--- config.mk ---
export PLATFORM = sky130hd
export DESIGN_NAME = mfap_ctrl
export DESIGN_NICKNAME = d
export VERILOG_FILES = /design/src/rtl/mfap_pkg.sv /design/src/rtl/mfap_ctrl.sv
export SDC_FILE = /design/constraint.sdc
export NUM_CORES = 1
export LEC_CHECK = 0
export BUFFER_PORTS_ARGS = -buffer_cell sky130_fd_sc_hd__buf_2
export CAP_MARGIN = 20
export CORE_UTILIZATION = 34
export DETAILED_ROUTE_END_ITERATION = 7
export PLACE_DENSITY_LB_ADDON = 0.1
export SLEW_MARGIN = 10
export SYNTH_ARGS = -nofsm -noshare
export SYNTH_HDL_FRONTEND = slang
export SYNTH_SLANG_ARGS = --single-unit
export TNS_END_PERCENT = 100
--- constraint.sdc ---
create_clock -name clock -period 2.8 [get_ports clock]
set_input_delay 0.28 -clock clock [delete_from_list [all_inputs] [get_ports clock]]
set_output_delay 0.28 -clock clock [all_outputs]
set_load 0.1 [all_outputs]
--- src/rtl/mfap_pkg.sv ---
// ----------------------------------------------------------------------------
// mfap_pkg
// Shared types and constants of the max-flow augmenting path engine.
// ----------------------------------------------------------------------------
package mfap_pkg;

   localparam int VTX_W        = 6;
   localparam int CAP_W        = 24;
   localparam int FLOW_W       = 32;
   localparam int NUM_VERTICES = 64;
   localparam int BN_W         = 30;
   localparam logic [BN_W-1:0] NO_PATH_LIMIT = 30'd1000000000;

   localparam logic [1:0] OP_CLEAR = 2'd0;
   localparam logic [1:0] OP_ADD   = 2'd1;
   localparam logic [1:0] OP_SOLVE = 2'd2;

   typedef struct packed {
      logic [1:0]       operation;
      logic [VTX_W-1:0] first_vertex;
      logic [VTX_W-1:0] second_vertex;
      logic [CAP_W-1:0] edge_capacity;
   } req_type;

   typedef struct packed {
      logic [FLOW_W-1:0] total_flow;
      logic              edges_dropped;
   } rsp_type;

   typedef enum logic [3:0] {
      ST_IDLE,
      ST_BFS_INIT,
      ST_DEQ,
      ST_DEQ_WAIT,
      ST_SCAN,
      ST_BN_PAR,
      ST_BN_ROW,
      ST_BN_EVAL,
      ST_PU_PAR,
      ST_PU_ROW,
      ST_PU_EVAL,
      ST_FINISH
   } state_type;

   typedef struct packed {
      logic clear;
      logic add;
      logic solve_load;
      logic bfs_init;
      logic deq_issue;
      logic deq_load;
      logic scan;
      logic walk_start;
      logic walk_rewind;
      logic row_issue;
      logic walk_min;
      logic walk_push;
      logic total_add;
      logic rsp_load;
   } cmd_type;

   typedef struct packed {
      logic queue_empty;
      logic scan_done;
      logic dst_seen;
      logic at_src;
      logic rsp_busy;
   } status_type;

endpackage

--- src/rtl/mfap_ctrl.sv ---
// ----------------------------------------------------------------------------
// mfap_ctrl
// Sequencer: item decode, breadth-first search, bottleneck walk, push walk.
// ----------------------------------------------------------------------------
module mfap_ctrl (
   input  logic                 clock,
   input  logic                 reset,
   input  logic                 req_valid,
   output logic                 req_ready,
   input  mfap_pkg::req_type    req_data,
   input  mfap_pkg::status_type status,
   output mfap_pkg::cmd_type    cmd
);
   import mfap_pkg::*;

   state_type state_ff, state_in;
   logic      accept;

   assign req_ready = (state_ff == ST_IDLE);
   assign accept    = req_valid && req_ready;

   always_ff @(posedge clock) begin
      if (reset) begin
         state_ff <= ST_IDLE;
      end else begin
         state_ff <= state_in;
      end
   end

   always_comb begin
      state_in = state_ff;
      unique case (state_ff)
         ST_IDLE: begin
            if (accept && req_data.operation == OP_SOLVE) begin
               if (req_data.first_vertex == req_data.second_vertex) begin
                  state_in = ST_FINISH;
               end else begin
                  state_in = ST_BFS_INIT;
               end
            end
         end
         ST_BFS_INIT: state_in = ST_DEQ;
         ST_DEQ: begin
            if (!status.queue_empty) begin
               state_in = ST_DEQ_WAIT;
            end else if (status.dst_seen) begin
               state_in = ST_BN_PAR;
            end else begin
               state_in = ST_FINISH;
            end
         end
         ST_DEQ_WAIT: state_in = ST_SCAN;
         ST_SCAN: begin
            if (status.scan_done) begin
               state_in = ST_DEQ;
            end
         end
         ST_BN_PAR:  state_in = ST_BN_ROW;
         ST_BN_ROW:  state_in = ST_BN_EVAL;
         ST_BN_EVAL: state_in = status.at_src ? ST_PU_PAR : ST_BN_PAR;
         ST_PU_PAR:  state_in = ST_PU_ROW;
         ST_PU_ROW:  state_in = ST_PU_EVAL;
         ST_PU_EVAL: state_in = status.at_src ? ST_BFS_INIT : ST_PU_PAR;
         ST_FINISH: begin
            if (!status.rsp_busy) begin
               state_in = ST_IDLE;
            end
         end
         default: state_in = ST_IDLE;
      endcase
   end

   always_comb begin
      cmd = '0;
      unique case (state_ff)
         ST_IDLE: begin
            cmd.clear      = accept && (req_data.operation == OP_CLEAR);
            cmd.add        = accept && (req_data.operation == OP_ADD);
            cmd.solve_load = accept && (req_data.operation == OP_SOLVE);
         end
         ST_BFS_INIT: cmd.bfs_init = 1'b1;
         ST_DEQ: begin
            cmd.deq_issue  = !status.queue_empty;
            cmd.walk_start = status.queue_empty && status.dst_seen;
         end
         ST_DEQ_WAIT: cmd.deq_load = 1'b1;
         ST_SCAN:     cmd.scan = 1'b1;
         ST_BN_PAR:   ;
         ST_BN_ROW:   cmd.row_issue = 1'b1;
         ST_BN_EVAL: begin
            cmd.walk_min    = 1'b1;
            cmd.walk_rewind = status.at_src;
         end
         ST_PU_PAR:   ;
         ST_PU_ROW:   cmd.row_issue = 1'b1;
         ST_PU_EVAL: begin
            cmd.walk_push = 1'b1;
            cmd.total_add = status.at_src;
         end
         ST_FINISH:   cmd.rsp_load = !status.rsp_busy;
         default:     ;
      endcase
   end

   // a search always ends on an empty queue before any walk starts
   a_walk_after_search: assert property (@(posedge clock) disable iff (reset)
      (state_ff == ST_DEQ && state_in == ST_BN_PAR) |-> status.queue_empty)
      else $error("walk started with search pending");

   a_finish_to_idle: assert property (@(posedge clock) disable iff (reset)
      cmd.rsp_load |=> state_ff == ST_IDLE)
      else $error("result load did not return to idle");

   a_no_accept_busy: assert property (@(posedge clock) disable iff (reset)
      (state_ff == ST_SCAN) |-> !cmd.add && !cmd.clear && !cmd.solve_load)
      else $error("item decoded during search");

endmodule

==> run metrics <==
CP Max Fanout=14; Area contributors post-synth=dfxtp_1, xor2_1, a21oi_1; Netlist cell types=35; Max stage delay on crit path=0.68 ns; reg2reg setup slack=roughly 1.1 ns; status=completed; crit-path cells=nand2b_1 -> nor2_2 -> and2_1 -> buf_2; dpl cells=~120; max reg flops=4; Setup TNS=0 ns; count leader, synth=a21oi_1; post-CTS resize count=0; Final Skew=0.00466 ns; row count=13; final setup fails=0; Avg Cell Area, Syn=between 7 and 8 sq um; post-DP HPWL=1080 um; Iter 0 DRT Violations=9; chip height=40.9 um; initial antenna violation count=0; Core ar.=~1400 sq um; slowest CP cell=dfxtp_1; launch point of the worst reg-to-reg path=state_ff[3]; register area share after synthesis=0.156; EDFF count, synth=0; Net Count, Synth=between 100 and 150; Worst path top cell family by delay=flip-flops; post-layout util=0.548; Pwr Total=0.228 mW; die width=about 40 um; Final Hold Violating Endpoints=0; post-synth top area share=0.156; I/O pins=slightly above 60; Slew HR=0.607; Wirelength per Cell=11.4 um; cells after synthesis=a little under 70; WP buf/inv=1; DR vias/cell=between 5 and 6; min cycle time layout=~2.2 ns; H-tree Lvls=1; RSZ-0062 raised after global routing=no; vias in the first global route=around 500; hold_sp=reset; n_diodes=0; CTS tree=done; CTS clk-pin slew, worst paths=~0.030 ns; Tcrit/Tclk final=0.774; top flop regs=state_ff x4; Setup Buffers After CTS=0; setup slack after layout=around 0.63 ns; dpl ws=~0.9 ns; FF+latch count, synth=4; leakage=between 0.3 and 0.4 nW; DRC violations left=0; post-route non-filler standard cell count=about 120; Starting Density=0.381; CTS Sinks=4; Die Area=about 1700 sq um; Clk Latency, worst-skew pair=about 0.24 ns; Clock Path Buffers=2; fmax=461 MHz; Most flops, register=state_ff; Yosys top cell by area=dfxtp_1; largest net degree at the start of global routing=15; grt total ovfl=0; Fillers=between 100 and 150; iteration count of the initial detailed-routing pass=4; global-route wire length before repair=~2000 um; top cells by count, synth=a21oi_1, nor2_1, nor3_1; max cap viols=0; Max VDD drop=0.165 mV; total number of yosys warnings=0; Post-synth ARST share=0; RD Place Congestion=a little under 0.8; Worst Setup SP=state_ff[3]; Buffers on Ports=36; crit path launch type=flip-flop; via count=633; Num CTS Buffers=3; Critical Path End Type=output pin; Arr. time, crit path=about 1.9 ns; Nets=between 150 and 200; CTS Hold Buffers Added=0; gr usage total=0.187; Post-synth top flop=dfxtp_1; CTS root buffer=clkbuf_4; Pwr Density=approximately 310 nW/um^2; Worst Max-Slew Pin Slew=0.589 ns; synthesized area=slightly above 500 sq um; worst hold path class=in -> reg; layout cells sized above 1=0.515; remaining antenna violation count=0; max-slew violation count=0; Area growth, synth to finish=43.8%; critical path required time=about 2.5 ns; Total Wirelength=1340 um; class of the most critical setup path=reg -> out
final cells by class:
class,instances,area [sq um],share of cell area
clock buffer,3,22.5,0.0305
inverter,3,11.3,0.0152
multi-input combinational,57,427,0.577
sequential,4,80.1,0.108
timing repair buffer,36,180,0.244
tap,15,18.8,0.0254
placed cells by master (no fill, tap or decap), types with 2 or more instances in the layout:
master / synthesis / layout
a21oi_1: 6 / 6
and4b_2: 0 / 2
o21ai_0: 2 / 2
nor3_1: 5 / 2
buf_2: 2 / 36
nor4_2: 0 / 2
xor2_1: 4 / 4
a31oi_1: 3 / 3
nor3_2: 0 / 3
xnor2_1: 2 / 2
nor2_1: 5 / 4
nand4_1: 2 / 2
dfxtp_1: 4 / 4
clkbuf_4: 0 / 3
nand2_1: 4 / 4
inv_2: 2 / 2
nand2b_1: 2 / 2
power breakdown:
group          switching (mW)  internal [mW]  total (mW)
clock network          0.0229         0.0479      0.0707
logic                  0.0612         0.0303      0.0915
registers             0.00692         0.0590      0.0659
cells by family (layout without fill, tap and decap cells):
| group | Yosys count | count (layout) | synth area share |
|---|---|---|---|
| AO/OA/AOI/OAI | 20 | 20 | 0.246 |
| AND/OR/NAND/NOR | 31 | 31 | 0.418 |
| flip-flops | 4 | 4 | 0.156 |
| buffers and inverters | 7 | 42 | 0.0779 |
| XOR/XNOR | 6 | 6 | 0.102 |
tightest hold or removal path: cells and delay by family:
family                 cells  cell delay, ns
AOI/OAI and AO/OA          2            0.17
buffers and inverters      1            0.13
path summary, 6_finish.rpt:
kind                       to  depth (start not counted)
hold reg to reg   state_ff[0]                          2
setup / recovery       cmd[1]                          4
hold / removal    state_ff[2]                          3
setup reg to reg  state_ff[3]                          4
per-layer routing:
| metal | vias to the layer above | GRT usage | routed length [um] |
|---|---|---|---|
| li1 | 331 | - | - |
| met1 | 275 | 0.214 | 647 |
| met2 | 25 | 0.301 | 590 |
| met3 | 2 | 0.0652 | 91 |
| met4 | 0 | 0.100 | 15 |
| met5 | - | 0 | 0 |
through the flow:
stage	hold WS, ns	cell area, sq um
3_5_place_dp	0.636	717
2_1_floorplan	0.459	547
5_1_grt	0.404	739
4_1_cts	0.391	739
3_3_place_gp	0.640	717
6_report	0.399	739
Power figures use the tool's default switching activity.
